===== src/sv/bebs_ram.sv =====
// Simple dual-port synchronous RAM with a registered read.
module bebs_ram #(
  parameter int DEPTH  = 256,
  parameter int WIDTH  = 8,
  parameter int ADDR_W = 8
) (
  input  logic              clk,
  input  logic              we,
  input  logic [ADDR_W-1:0] waddr,
  input  logic [WIDTH-1:0]  wdata,
  input  logic              re,
  input  logic [ADDR_W-1:0] raddr,
  output logic [WIDTH-1:0]  rdata
);

  logic [WIDTH-1:0] mem [DEPTH];

  always_ff @(posedge clk) begin
    if (we) begin
      mem[waddr] <= wdata;
    end
    if (re) begin
      rdata <= mem[raddr];
    end
  end

endmodule


===== config.mk =====
export PLATFORM = sky130hd
export DESIGN_NAME = bebs_ram
export DESIGN_NICKNAME = d
export VERILOG_FILES = /design/src/sv/bebs_ram.sv
export SDC_FILE = /design/constraint.sdc
export NUM_CORES = 2
export LEC_CHECK = 0
export ABC_CLOCK_PERIOD_IN_PS = 2500
export BUFFER_PORTS_ARGS = -buffer_cell sky130_fd_sc_hd__buf_4
export CELL_PAD_IN_SITES_DETAIL_PLACEMENT = 1
export CELL_PAD_IN_SITES_GLOBAL_PLACEMENT = 1
export CORE_AREA = 2 2 381 383
export CTS_CLUSTER_SIZE = 8
export DETAILED_ROUTE_END_ITERATION = 10
export DIE_AREA = 0 0 383 385
export PLACE_DENSITY = 0.82
export SLEW_MARGIN = 20
export SYNTH_ARGS = -nofsm -noshare
export SYNTH_HDL_FRONTEND = slang
export SYNTH_SLANG_ARGS = --single-unit

===== constraint.sdc =====
create_clock -name clk -period 2.5 [get_ports clk]
set_input_delay 0.125 -clock clk [delete_from_list [all_inputs] [get_ports clk]]
set_output_delay 0.125 -clock clk [all_outputs]
set_load 0.02 [all_outputs]

### Word-level counts from Yosys, hierarchy flattened

Memory sizes are Yosys's and may differ from the RTL's. A register that Yosys moved wholly into a read port is not among the register bits.
Cells that the tools add are included.

* bits of input ports: 27
* memories: 1
* bits in writable memories: 2048
* output and inout bits: 8
* word-level logic and storage cells: 3
* bits in registers: 0

Memory list
* mem: words 256, bits a word 8, rd ports 1, clocked after Yosys merged registers in 1, wr ports 1, line 16 `logic [WIDTH-1:0] mem [DEPTH];`

* mux-type cells: 2

Operators by type and width (number)
* 2-to-1 mux 1 bit: 2

### Logic depth before layout (Yosys ltp)

* depth after elaboration: 2
* gate-level depth with buffers: 11
* depth with buffers taken out: 6

### Worst setup path before layout

OpenSTA, ideal clock, no wires.

* kind: in2reg
* start: in raddr[0]
* end: reg rdata[2], read port of mem (data pin)
* setup time: 0.269 ns
* slack: 0.299 ns
* buffers on the path: 4
* stages on the path: 9
* data required time: 2.231 ns
* arrival time: 1.932 ns
* path through: buf_6 -> buf_12 -> buf_8 -> buf_2 -> mux4_2 -> a22oi_1 -> a21oi_1 -> nor4_1 -> nor4_2

RTL lines
* from (decl): line 12 `input logic [ADDR_W-1:0] raddr,`
* to (decl): line 13 `output logic [WIDTH-1:0] rdata`

==> run_results.csv <==
group,metric,value,unit
power,p_leak,31.00,nW
drt,drt_pre_antenna_iters,6,
floorplan,core,143100,µm²
synth,ys_types,54,
setup_path,end_kind,"register",
timing,finalCriticalPeriod,2645,ps
outcome,status,"finished with violations",
power,power_density,842.7,nW/µm²
layout,drive_above_1_share,33.29,%
clock_network,cts_buffer_depth,4,
synth,yosysTopAreaCell,"edfxtp_1",
clock_network,htreeDepth,5,
synth,ys_seq_elements,2056,
clock_network,clkSinkCount,2056,
floorplan,die_y,385,µm
timing,tightest_slew,1210,ps
setup_path,worstSetupPathType,"register to register",
floorplan,design.die.area,147500,µm²
synth,synthFlopType,"edfxtp_1",
synth,synth_seq_area_share,77.53,%
placement,gp_congestion,0.8518,
synth,avgSynthCellArea,21.33,µm²
setup_path,cp_max_fo,1,
drt,antenna_left,0,
synth,netlist_area,79640,µm²
clock_network,cts_tree,"yes",
timing,setup_viol,26,
layout,syn2layout_area_growth,19.33,%
floorplan,start_util,55.64,%
clock_network,clkLatencyLatePin,920,ps
placement,dp_worst_setup_slack,-825.8,ps
run,maxCapViolations,0,
placement,io_buffers,34,
timing,holdWs,110.8,ps
global_routing,antenna_found_initial,16,
power,max-vdd-ir-drop,0.0009815,V
floorplan,fp.dieW,383,µm
drt,drc,0,
floorplan,row_count,139,
timing,max_slew_margin,19.36,%
power,p_total,80.08,mW
clock_network,numCtsBuffers,307,
timing,post-route-period-util,105.8,%
floorplan,boundaryPins,35,
synth,synthTopCellsByArea,"edfxtp_1 (78%), mux4_2 (13%), mux2i_1 (1.7%)",
timing,slew_violations,0,
synth,ys_warn_count,0,
drt,wl_per_cell,44.36,µm
clock_network,cts_root_buffer,"clkbuf_16",
timing,fin_worst_skew,67.26,ps
layout,nFillCells,11215,
setup_path,arrival,3290,ps
outcome,violations,"setup timing",
global_routing,grt.overflow.total,0,
layout,fin_area,95030,µm²
synth,async_flop_share,0,%
global_routing,grt_max_degree,124,
synth,synth_top_area_share,77.53,%
timing,setup_slack,-144.7,ps
global_routing,first_global_vias,49586,
timing,rsz0062_at_grt,"yes",
setup_path,required,3140,ps
global_routing,track_usage,38.90,%
drt,vias,47740,
synth,synth-edff-count,2056,
clock_network,clkTransAtPathRegs,50,ps
timing,max_clock_freq,0.3781,GHz
placement,hpwl,147.3,mm
drt,drt_iter0_drc,9150,
drt,vias_per_cell,7.454,
layout,fin_nets,4508,
hold_path,hold_class,"input pin to register",
global_routing,grt_pass1_wl,396.9,mm
synth,syn_inst,3733,
synth,syn_nets,3760,
clock_network,post_cts_buffers,0,
drt,wirelength,284.1,mm
placement,post_dp_cell_area,86580,µm²
timing,hold_viol_final,0,
setup_path,critPathLaunchType,"register",
==> worst paths after layout <==
check	from	cells past startpoint	slack, ps	end
setup / recovery	mem[195][4]	6	-140	rdata[4]
hold / removal	wdata[2]	1	110	mem[81][2]
setup reg to reg	mem[195][4]	6	-140	rdata[4]
hold reg to reg	mem[63][5]	6	1370	rdata[5]
==> cell usage in the layout (no fill, tap or decap), types with 9 or more instances in the layout <==
cell type      instances
clkbuf_16            313
nor2_1               279
a22oi_1              130
nor2b_1               26
a21oi_1               95
nand4_1               10
mux4_2               454
dlygate4sd3_1         14
o22ai_1               27
nor4_4                 9
a211oi_2               9
nand2_1               33
o221ai_1              44
o21ai_0               10
edfxtp_1            2056
mux2i_1              134
o211ai_1              10
buf_4                570
buf_12                77
nor4_1                12
nand3_1               34
nor3_1                16
==> power by group <==
| part | switching, mW | internal, mW |
|---|---|---|
| clock | 15.4 | 22.0 |
| combinational | 2.88 | 1.63 |
| sequential | 0.0716 | 38.1 |
| total | 18.4 | 61.7 |
==> cell usage after synthesis (4+ instances only) <==
master / n
nor2b_1: 31
buf_2: 31
edfxtp_1: 2056
nand4_1: 10
o211ai_1: 10
a221oi_1: 13
buf_6: 21
a22oi_1: 133
and2_1: 6
o22a_1: 5
buf_12: 8
o21ai_0: 10
mux4_2: 454
clkbuf_1: 111
a22o_1: 8
a21oi_1: 96
nor2_1: 282
nand3_1: 34
nor3_1: 22
mux2i_1: 134
o221ai_1: 46
nand2_1: 33
nor4_1: 24
o22ai_1: 28
or2_2: 4
nand2b_1: 8
buf_4: 27
buf_1: 22
buf_8: 13
o32ai_1: 4
a211oi_1: 16
==> sequential cells by signal (all words and copies together), names as in the netlist <==
register and count:
mem 2048, rdata 8
==> layout make-up <==
class | count | area, µm² | share of cell area, %
Clock inverter | 10 | 103.9 | 0.1093
Sequential cell | 2056 | 61740 | 64.97
Tap cell | 1903 | 2381 | 2.505
Clock buffer | 315 | 7840 | 8.250
Antenna cell | 5 | 12.51 | 0.01317
Multi-Input combinational cell | 1442 | 16840 | 17.72
Timing Repair Buffer | 672 | 6112 | 6.432
Inverter | 2 | 7.507 | 0.007900
==> worst max-delay path: stages (launching register included) <==
cell and delay (ps):
edfxtp_1 430, mux4_2 590, a22oi_1 340, a21oi_1 160, nor4_1 520, buf_4 260, nor4_1 90
==> cell families after synthesis <==
kind of cell | count (synthesis) | synth area share, %
buffers and inverters | 235 | 1.829
AND/OR/NAND/NOR | 466 | 2.625
multiplexers | 591 | 14.60
flip-flops | 2056 | 77.53
AO/OA/AOI/OAI | 385 | 3.416
==> layer usage <==
metal	GRT usage [%]	share of wire (%)	routed length, µm
met5	0	0.057	162
met4	22.90	7.5	21310
met3	10.40	14	38860
met2	61.83	48	135000
met1	48.58	31	88800
==> what timing repair did <==
item                                   CTS  global route
hold buffers                            14             0
resized for setup                       31            28
pin swaps                                6            11
endpoints found under the hold margin  661             0
setup endpoints to repair                8             8
==> metrics by stage <==
step                      util [%]  TNS (ps)  std cells
after floorplan                  -         0       3733
after global placement       60.49     -4218       6062
after detailed placement     60.49     -5287       6062
after CTS                    66.27    -49.91       6400
after global routing         66.39    -384.7       6401
final                        66.40     -1206       6405
(Power assumes the default switching activity.)
