## config.mk

```make
export PLATFORM = sky130hd
export DESIGN_NAME = bebs_cfg
export DESIGN_NICKNAME = d
export VERILOG_FILES = /design/src/sv/bebs_pkg.sv /design/src/sv/bebs_cfg.sv
export SDC_FILE = /design/constraint.sdc
export NUM_CORES = 1
export LEC_CHECK = 0
export BUFFER_PORTS_ARGS = -buffer_cell sky130_fd_sc_hd__buf_2
export CORE_AREA = 2 2 124 126
export CTS_CLUSTER_SIZE = 25
export DETAILED_ROUTE_END_ITERATION = 8
export DIE_AREA = 0 0 126 128
export PLACE_DENSITY = 0.85
export REMOVE_ABC_BUFFERS = 1
export SLEW_MARGIN = 5
export SYNTH_ARGS = -nofsm -noshare
export SYNTH_HDL_FRONTEND = slang
export SYNTH_SLANG_ARGS = --single-unit
```

## constraint.sdc

```tcl
create_clock -name clk -period 2.6 [get_ports clk]
set_clock_uncertainty 0.1 [all_clocks]
set_input_delay 0.52 -clock clk [delete_from_list [all_inputs] [get_ports clk]]
set_output_delay 0.52 -clock clk [all_outputs]
set_load 0.01 [all_outputs]
```

## src/sv/bebs_pkg.sv

```systemverilog
// Shared types and codes of the beat event block scheduler.
package bebs_pkg;

  localparam logic [1:0] FUNC_SCHED = 2'd0;
  localparam logic [1:0] FUNC_RETR  = 2'd1;
  localparam logic [1:0] FUNC_CLEAR = 2'd2;

  localparam logic [1:0] KIND_ACCEPT = 2'd0;
  localparam logic [1:0] KIND_REFUSE = 2'd1;
  localparam logic [1:0] KIND_MATCH  = 2'd2;
  localparam logic [1:0] KIND_EMPTY  = 2'd3;

  localparam logic [2:0] REG_SPB        = 3'd0;
  localparam logic [2:0] REG_LOOP_START = 3'd1;
  localparam logic [2:0] REG_LOOP_END   = 3'd2;
  localparam logic [2:0] REG_BLOCK      = 3'd3;
  localparam logic [2:0] REG_EXPIRY     = 3'd4;
  localparam logic [2:0] REG_LATE       = 3'd5;

  localparam logic [13:0] BLOCK_MAX = 14'd8192;

  typedef struct packed {
    logic [1:0]         func;
    logic signed [31:0] beat_time;
    logic [15:0]        target_node;
    logic [3:0]         event_type;
    logic [3:0]         channel;
    logic [7:0]         data_one;
    logic [7:0]         data_two;
    logic [31:0]        value_bits;
    logic [30:0]        block_start;
    logic [30:0]        block_end;
    logic               looped;
  } req_t;

  typedef struct packed {
    logic [1:0]  kind;
    logic [12:0] sample_offset;
    logic [15:0] out_node;
    logic [3:0]  out_type;
    logic [3:0]  out_channel;
    logic [7:0]  out_data_one;
    logic [7:0]  out_data_two;
    logic [31:0] out_value_bits;
    logic        last;
  } rsp_t;

  typedef struct packed {
    logic [31:0] samples_per_beat;
    logic [30:0] loop_start;
    logic [30:0] loop_end;
    logic [13:0] block_samples;
    logic [30:0] expiry_beats;
    logic [30:0] late_tolerance;
  } cfg_t;

  typedef struct packed {
    logic [15:0] node;
    logic [3:0]  etype;
    logic [3:0]  chan;
    logic [7:0]  data_one;
    logic [7:0]  data_two;
    logic [31:0] value_bits;
  } payload_t;

  typedef struct packed {
    logic [30:0] beat;
    payload_t    pl;
  } entry_t;

  typedef struct packed {
    logic [12:0] offset;
    payload_t    pl;
  } match_t;

endpackage

```

## src/sv/bebs_cfg.sv

```systemverilog
// Configuration register file behind the APB-style port.
module bebs_cfg import bebs_pkg::*; (
  input  logic        clk,
  input  logic        rst,
  input  logic        psel,
  input  logic        penable,
  input  logic        pwrite,
  input  logic [4:0]  paddr,
  input  logic [31:0] pwdata,
  output logic [31:0] prdata,
  output logic        pready,
  output cfg_t        cfg
);

  logic [2:0] index;

  assign index  = paddr[4:2];
  assign pready = 1'b1;

  always_ff @(posedge clk) begin
    if (rst) begin
      cfg.samples_per_beat <= 32'd1572864000;
      cfg.loop_start       <= 31'd0;
      cfg.loop_end         <= 31'd262144;
      cfg.block_samples    <= 14'd512;
      cfg.expiry_beats     <= 31'd65536;
      cfg.late_tolerance   <= 31'd32768;
    end else if (psel && penable && pwrite) begin
      case (index)
        REG_SPB:        cfg.samples_per_beat <= pwdata;
        REG_LOOP_START: cfg.loop_start       <= pwdata[30:0];
        REG_LOOP_END:   cfg.loop_end         <= pwdata[30:0];
        REG_BLOCK:      cfg.block_samples    <= pwdata[13:0];
        REG_EXPIRY:     cfg.expiry_beats     <= pwdata[30:0];
        REG_LATE:       cfg.late_tolerance   <= pwdata[30:0];
        default: ;
      endcase
    end
  end

  always_comb begin
    case (index)
      REG_SPB:        prdata = cfg.samples_per_beat;
      REG_LOOP_START: prdata = {1'b0, cfg.loop_start};
      REG_LOOP_END:   prdata = {1'b0, cfg.loop_end};
      REG_BLOCK:      prdata = {18'd0, cfg.block_samples};
      REG_EXPIRY:     prdata = {1'b0, cfg.expiry_beats};
      REG_LATE:       prdata = {1'b0, cfg.late_tolerance};
      default:        prdata = 32'd0;
    endcase
  end

endmodule

```

# ---- After elaboration in Yosys (flattened, before gate mapping)
# Cells that the tools add are included.
dict set report classes {
  add_sub_neg 0
  n_mul 0
  div 0
  n_lt_le_gt_ge 0
  eq_ne 5
  shift 0
  muxes 1
  n_bitwise 0
  reduce_logical 9
}
# op n
set op_table {}
lappend op_table {{$pmux 32 s6} 1}
lappend op_table {{$reduce_and 2->1} 6}
lappend op_table {{$eq 3x2->1 const B} 2}
lappend op_table {{$eq 3x3->1 const B} 2}
lappend op_table {{$eq 3x1->1 const B} 1}
lappend op_table {{$logic_not 3->1} 1}
lappend op_table {{$logic_and 1x1->1} 2}
dict set report word_totals {
  regBits 170
  latchBits 0
  mem_bits_rw 0
  mem_bits_ro 0
  input_bits 42
  output_inout_bits 203
  n_memories 0
}

# ---- Longest topological paths before layout
# Gate-level depths: netlist (run 1).
dict set report logic_depth {
  ltp_word 3
  ltp_mapped 7
  depth_no_buf 3
}

# ---- Least setup slack after synthesis (run 1)
# No wires, ideal clock.
dict set report synth_timing {
  kind {input-to-output}
  start {input paddr[3]}
  end {output prdata[14]}
  t_arrival_ps 1598
  required_time_ps 1980
  slack_ps 382
  cell_stages 5
  path_buffers 2
  path_cell_list {buf_2 buf_2 mux2_2 a221oi_1 nor2_1}
}
dict set report synth_via {
  elab_chain_cells 2
}
# item line_no
set synth_lines {}
lappend synth_lines {{start: declaration} bebs_cfg.sv:8} ;# input logic [4:0] paddr,
lappend synth_lines {{$eq 3x3->1 (tied with other cells)} bebs_cfg.sv:42} ;# case (index)
lappend synth_lines {{$pmux 32 s6 *} bebs_cfg.sv:42}
lappend synth_lines {{end: declaration} bebs_cfg.sv:10} ;# output logic [31:0] prdata,
# Mark *: on every way between the ends. The rest lies on a longest branch, timed or not.

# ---- Worst setup path in the final report (run 1)
dict set report layout_timing {
  start {input paddr[2]}
  end {output prdata[18]}
}
# The elaborated chain is that of the path after synthesis.

==> impl_metrics.ini, run 1 <==
[worst_setup_path]
worst-path-max-fanout = 13
crit_required_ns = 1.98
path_class = input pin to output pin
start_kind = input pin
end_kind = output pin
arrival_ns = 1.88

[timing]
drv_slew = 0
hold_violations = 0
layout_min_cycle_time_ns = 2.50
setup_viol = 0
rsz0062_at_grt = no
relSlewSlack = 0.582
layout_setup_ws_ns = 0.104
worst_pin_slew_ns = 0.625
fin_crit_sh = 0.960
fmax_mhz = 401
finalSetupTns_ns = 0

[floorplan]
dieHeight_um = 128
rows = 45
die-area_sq_um = 16100
core_sq_um = 14900
die_x_um = 126
io_pins = 245
initial_core_util = 0.547

[cts]
cts_resized = 0
cts_buffers = 17
cts_root_buffer = clkbuf_16
clk_pin_slew_worst_paths_ns = 0.06
ctsLongestPathBuffers = 2
cts.hold.buffers_added = 0
clk-insertion-delay-late_ns = 0.43
cts_tree = yes
post_cts_buffers = 0
htree_levels = 4
cts_sinks = 170

[outcome]
status = completed

[pwr]
power_mw = 5.94
internal_power_mw = 4.51
p_leak_nw = 4.38
power_switching_mw = 1.43
p_seq_frac = 0.444
ir_drop_mv = 0.449
power_per_cell_area_nw_per_um2 = 580
clockPowerShare = 0.464
combPwrFrac = 0.092
netSwitchingFraction = 0.240

[yosys]
synthXorXnorAreaFrac = 0
synthMuxAreaShare = 0.147
synth_compound_area_frac = 0.213
synthAdderAreaFrac = 0
syn_inst = 922
seq_area_frac_synth = 0.418
synth_top_family_by_area = compound AO/OA/AOI/OAI gates
synth_area_leaders = dfxtp_1 42%, mux2i_1 9.6%, a21oi_1 7.0%, nand3_1 6.8%, o21ai_0 6.5%
yosysWarnings = 0
syn_area_per_cell_sq_um = 8.82
synth_edf_count = 0
synth-simple-area-share = 0.160
synth_ff_type = dfxtp_1
async_reset_ff_frac = 0
yosysTopAreaCellShare = 0.418
yosysTopAreaCell = dfxtp_1
synth_cell_types = 37
ys_ff_latch = 170
syn_area_sq_um = 8140

[finish]
n_antenna_cell = 0
stdcell_count = 1330
drive_above_1_share = 0.324
area_growth_pct = 26.0
top_register = cfg
top_regs = cfg: 170 flops
fin_area_sq_um = 10300
fin_nets = 1173
largest_reg_flops = 170

[route]
num_vias = 8254
viasPerCell = 6.21
ant_nets = 0
dr.pass1.iters = 5
wl_per_cell_um = 19.7
routed_wl_um = 26100
drc = 0
drt_iter0_markers = 840

[placement]
place.gp.congestion = 0.858
post-place-cells = 1300
place_area_sq_um = 9620
dp_hpwl_um = 17200
place_ws_ns = 0.150
portBuffers = 241

[grt]
grt_use_total = 0.310
grt_max_degree = 49
grt_pass1_wl_um = 39900
antenna_found_initial = 0
grt_pass1_vias = 7417
grt-ovfl-total = 0

[min_path]
hp-class = input pin to flip-flop

[flow_run]
maxCapViolCount = 0
## power groups by stage
stage	logic [mW]	registers [mW]	clock network, mW
final	0.547	2.64	2.76
after global routing	0.579	2.64	2.86
after CTS	0.538	2.64	2.75
after detailed placement	0.534	2.70	0
after global placement	0.529	2.70	0
after floorplan	0.190	2.70	0
## cells by family after synthesis
kind of cell | count (synthesis)
AO/OA/AOI/OAI | 301
multiplexers | 115
other | 1
flip-flops | 170
buffers and inverters | 102
AND/OR/NAND/NOR | 233
## final cells by class
class                   count  area (sq um)
clock buffers              18           429
multi-input cells         650          4260
inverters                   1          3.75
clock inverters            12           199
fillers                  1196          4610
flip-flops and latches    170          3400
repair buffers            291          1720
well taps                 188           235
## metrics by stage
step                      hold WS [ns]   util
after floorplan                  0.394      -
after global placement           0.369  0.647
after detailed placement         0.373  0.647
after CTS                        0.242  0.690
after global routing             0.245  0.690
final                            0.254  0.690
## cell usage after synthesis (8+ instances only)
cell type,n
dfxtp_1,170
a21oi_1,114
nand3_1,111
o21ai_0,105
mux2i_1,78
nand2b_1,75
clkbuf_1,48
mux2_2,37
buf_2,34
a22oi_1,27
nor2_1,23
buf_4,15
a221oi_1,11
o22ai_1,11
o21a_1,8
o31ai_1,8
## cells in the final DEF (no fill, tap or decap), types with 4 or more instances in the layout
cell and instances:
dfxtp_1 170, a221oi_1 11, clkinvlp_4 4, nor2b_1 4, buf_12 11, a21oi_1 114, nand3_1 111, nand2b_1 73
buf_2 240, o31ai_1 8, o22ai_1 11, mux2i_1 78, a21boi_0 4, mux2_2 37, buf_4 40, nor2_1 23
o21ai_0 105, nand2_1 6, o21a_1 8, a22oi_1 27, o221ai_1 6, a311o_1 4, clkbuf_16 17, bufinv_16 5
## metal layers
layer / global-route usage / wire length, um / up-vias
met1: 0.394 / 10500 / 3940
li1: - / - / 3770
met2: 0.514 / 12700 / 468
met5: 0 / 0 / -
met4: 0.132 / 777 / 0
met3: 0.0630 / 2180 / 76
## final timing paths
path / from / end / cells past startpoint / slack, ns
max: paddr[2] / prdata[18] / 6 / 0.10
min reg2reg: cfg[147] / cfg[147] / 2 / 0.38
min: pwdata[31] / cfg[169] / 3 / 0.25
max reg2reg: cfg[94] / cfg[94] / 2 / 1.58
## worst max-delay path, stage by stage
cell     delay [ns]
buf_2          0.33
buf_4          0.24
mux2_2         0.34
a22oi_1        0.16
o22ai_1        0.12
buf_2          0.15
(Power assumes the default switching activity.)
==> run 2: changes to the inputs <==
REMOVE_ABC_BUFFERS = not set   (was 1)
==> impl_metrics.ini, run 2 (same netlist as run 1, synthesis figures left out) <==
[outcome]
status = completed

[worst_setup_path]
crit_path_top_delay_cell = mux2_2
worst-path-max-fanout = 30
arrival_ns = 1.87
crit_required_ns = 1.98
path_class = input pin to output pin
crit_path_frequent_cell = buf_2
critPathMaxStageDelay_ns = 0.37
path_cells = buf_2 > buf_12 > mux2_2 > a221oi_1 > a21oi_1 > buf_2
start_kind = input pin
end_kind = output pin

[finish]
stdcell_count = 1329
most-common-layout-cells = 240 x buf_2, 170 x dfxtp_1, 114 x a21oi_1
top_register = cfg
fillCellCount = 1207
top_regs = cfg: 170 flops
drive_above_1_share = 0.324
fin_nets = 1169
mostFrequentLayoutCell = buf_2
area_growth_pct = 24.6
largest_reg_flops = 170

[pwr]
internal_power_mw = 4.06
clockPowerShare = 0.422
power_per_cell_area_nw_per_um2 = 544
netSwitchingFraction = 0.262
p_seq_frac = 0.479
p_leak_nw = 4.32
power_switching_mw = 1.45
ir_drop_mv = 0.464
combPwrFrac = 0.099

[cts]
cts.hold.buffers_added = 0
ctsLongestPathBuffers = 2
cts_resized = 0
cts_buffers = 17
cts_tree = yes
clk-insertion-delay-late_ns = 0.42
cts_sinks = 170
htree_levels = 4
clk_pin_slew_worst_paths_ns = 0.06
cts_root_buffer = clkbuf_16
post_cts_buffers = 0

[route]
routed_wl_um = 26000
num_vias = 8334
ant_nets = 0
dr.pass1.iters = 6
viasPerCell = 6.27
wl_per_cell_um = 19.5
drt_iter0_markers = 884
drc = 0

[timing]
rsz0062_at_grt = no
worst_pin_slew_ns = 0.648
drv_slew = 0
layout_min_cycle_time_ns = 2.49
relSlewSlack = 0.567
finalSetupTns_ns = 0
fin_crit_sh = 0.959
hold_violations = 0
fmax_mhz = 401
setup_viol = 0

[floorplan]
die_x_um = 126
io_pins = 245
initial_core_util = 0.547
dieHeight_um = 128
rows = 45
die-area_sq_um = 16100
core_sq_um = 14900

[placement]
place.gp.congestion = 0.841
dp_hpwl_um = 17400
portBuffers = 241
post-place-cells = 1296

[yosys]
syn-num-nets = 964

[min_path]
hp-class = input pin to flip-flop

[flow_run]
maxCapViolCount = 0

[grt]
grt_pass1_vias = 7805
grt_use_total = 0.319
grt_max_degree = 106
grt_pass1_wl_um = 41200
grt-ovfl-total = 0
antenna_found_initial = 2
## run 2: changes by cell type in the layout (fill, tap and decap cells not counted), moves of 2 or more
| cell | before | now |
|---|---|---|
| clkinv_4 | 0 | 4 |
| bufinv_16 | 5 | 0 |
| diode_2 | 0 | 2 |
| buf_4 | 40 | 36 |
## run 2: stage by stage
step	util	hold WS [ns]	total power, mW	instance area (sq um)	setup WS, ns
3_3_place_gp	0.646	0.370	3.22	9600	0.125
4_1_cts	0.682	0.233	5.52	10100	0.144
6_report	0.682	0.248	5.51	10100	0.106
2_1_floorplan	-	0.401	3.00	8140	0.382
5_1_grt	0.682	0.250	5.68	10100	0.0451
3_5_place_dp	0.646	0.377	3.23	9600	0.110
## run 2: power groups by stage
stage | clock network (mW) | registers, mW | logic [mW]
global route | 2.46 | 2.64 | 0.580
detailed placement | 0 | 2.70 | 0.534
CTS | 2.34 | 2.64 | 0.538
finish | 2.33 | 2.64 | 0.545
floorplan | 0 | 2.70 | 0.300
global placement | 0 | 2.70 | 0.527
## run 2: cell type report
type,instances,area (sq um),area share
clock buffers,18,439,0.0433
well taps,188,235,0.0232
flip-flops and latches,170,3400,0.336
clock inverters,13,97.6,0.00963
multi-input cells,650,4260,0.420
repair buffers,287,1690,0.167
inverters,1,3.75,0.000370
diodes,2,5.00,0.000494
## run 2: routing by layer
layer / routed length (um) / global-route usage / vias up
met5: 0 / 0 / -
met4: 908 / 0.148 / 0
met3: 2450 / 0.0647 / 75
met2: 12600 / 0.529 / 521
met1: 10000 / 0.400 / 3976
li1: - / - / 3762
## run 2: final timing paths
| check | from | end | slack, ns | cells past startpoint |
|---|---|---|---|---|
| max | paddr[3] | prdata[2] | 0.11 | 6 |
| min | pwdata[31] | cfg[169] | 0.25 | 3 |
| max reg2reg | cfg[15] | cfg[15] | 1.61 | 2 |
| min reg2reg | cfg[115] | cfg[115] | 0.39 | 2 |
## run 2: worst max-delay path: cells and delay by family
family	cells	cell delay [ns]
AO/OA/AOI/OAI	2	0.36
buffers and inverters	3	0.61
multiplexers	1	0.37
==> run 3: changes to the inputs <==
CORE_AREA = 2 2 129 131   (was 2 2 124 126)
DIE_AREA = 0 0 131 133   (was 0 0 126 128)
PLACE_DENSITY = 0.79   (was 0.85)
clock period = 2.84 ns   (was 2.6 ns; I/O delays follow)
==> impl_metrics.ini, run 3 (same netlist as run 1, synthesis figures left out) <==
[cts]
clk-insertion-delay-late_ns = 0.42
ctsLongestPathBuffers = 2
post_cts_buffers = 0
htree_levels = 4
cts_sinks = 170
clk_pin_slew_worst_paths_ns = 0.06
cts_tree = yes
cts.hold.buffers_added = 0
cts_buffers = 17
cts_root_buffer = clkbuf_16
cts_resized = 0

[timing]
hold_violations = 0
setup_viol = 0
fmax_mhz = 380
fin_crit_sh = 0.927
drv_slew = 0
layout_min_cycle_time_ns = 2.63
rsz0062_at_grt = no
whs_ns = 0.325
finalSetupTns_ns = 0
layout_setup_ws_ns = 0.207
relSlewSlack = 0.433
worst_pin_slew_ns = 0.850

[pwr]
ir_drop_mv = 0.400
netSwitchingFraction = 0.250
internal_power_mw = 3.91
p_leak_nw = 4.31
clockPowerShare = 0.443
power_mw = 5.21
power_per_cell_area_nw_per_um2 = 515
combPwrFrac = 0.093
p_seq_frac = 0.464
power_switching_mw = 1.30

[min_path]
hp-class = input pin to flip-flop

[route]
viasPerCell = 6.01
wl_per_cell_um = 19.5
drc = 0
num_vias = 8154
dr.pass1.iters = 7
routed_wl_um = 26400
ant_nets = 0
drt_iter0_markers = 717

[finish]
most-common-layout-cells = 240 x buf_2, 170 x dfxtp_1, 114 x a21oi_1
final_core_util = 0.626
multi_input_area_sq_um = 4260
mostFrequentLayoutCell = buf_2
largest_reg_flops = 170
fillCellCount = 1349
drive_above_1_share = 0.319
fin_nets = 1164
area_growth_pct = 24.3
top_regs = cfg: 170 flops
seq_area_sq_um = 3400
top_register = cfg

[worst_setup_path]
crit_required_ns = 2.17
crit_path_top_delay_cell = nor2_2
arrival_ns = 1.96
end_kind = output pin
cp_num_buf_inv = 3
crit_family = simple AND/OR/NAND/NOR gates
critPathMaxStageDelay_ns = 0.65
start_kind = input pin
path_cells = buf_2 > buf_12 > nor2_2 > nand2_1 > o221ai_1 > buf_2
crit_path_frequent_cell = buf_2
worst-path-max-fanout = 20
path_class = input pin to output pin

[grt]
antenna_found_initial = 1
grt_use_total = 0.296
grt-ovfl-total = 0
grt_pass1_wl_um = 40500
grt_max_degree = 69
grt_pass1_vias = 7574

[flow_run]
maxCapViolCount = 0

[placement]
place.gp.congestion = 0.851
dp_hpwl_um = 17700
portBuffers = 241
place_ws_ns = 0.220

[outcome]
status = completed

[yosys]
syn-num-nets = 964

[floorplan]
initial_core_util = 0.503
io_pins = 245
die-area_sq_um = 17400
dieHeight_um = 133
die_x_um = 131
rows = 47
core_sq_um = 16200
==> run 3: changes by cell type in the layout (fill, tap and decap cells not counted), moves of 2 or more <==
| cell | delta |
|---|---|
| clkinvlp_4 | -2 |
| clkbuf_1 | +2 |
| bufinv_16 | +2 |
| inv_6 | -2 |
| buf_12 | -5 |
==> run 3: layout make-up <==
| type | instances | area share |
|---|---|---|
| clock inverters | 11 | 0.0120 |
| well taps | 220 | 0.0272 |
| multi-input cells | 650 | 0.421 |
| repair buffers | 282 | 0.157 |
| inverters | 1 | 0.000371 |
| flip-flops and latches | 170 | 0.336 |
| diodes | 1 | 0.000247 |
| clock buffers | 21 | 0.0455 |
==> run 3: final timing paths <==
check | start | to | slack, ns | cells past startpoint
worst min-delay path | pwdata[14] | cfg[45] | 0.33 | 3
worst min register to register | cfg[67] | cfg[67] | 0.38 | 2
worst max register to register | cfg[94] | cfg[94] | 1.82 | 2
worst max-delay path | paddr[3] | prdata[1] | 0.21 | 6
==> run 3: metal layers <==
metal	up-vias	track usage	part of all wire
met3	61	0.0716	0.089
met4	0	0.121	0.025
li1	3749	-	-
met5	-	0	0
met2	423	0.475	0.48
met1	3921	0.380	0.41
==> run 3: worst min-delay path: cells and delay by family <==
| family | cells | cell delay (ns) |
|---|---|---|
| AND/OR/NAND/NOR | 1 | 0.06 |
| buffers and inverters | 1 | 0.13 |
| AO/OA/AOI/OAI | 1 | 0.05 |
==> run 3: power groups by stage <==
stage / clock [mW] / combinational [mW] / sequential (mW)
floorplan: 0 / 0.274 / 2.47
global placement: 0 / 0.472 / 2.47
detailed placement: 0 / 0.477 / 2.47
CTS: 2.32 / 0.478 / 2.42
global route: 2.42 / 0.517 / 2.42
finish: 2.31 / 0.485 / 2.42
==> run 3: metrics by stage <==
stage / instance area, sq um / std cells
2_1_floorplan: 8140 / 922
3_3_place_gp: 9530 / 1323
3_5_place_dp: 9530 / 1323
4_1_cts: 10100 / 1355
5_1_grt: 10100 / 1356
6_report: 10100 / 1356
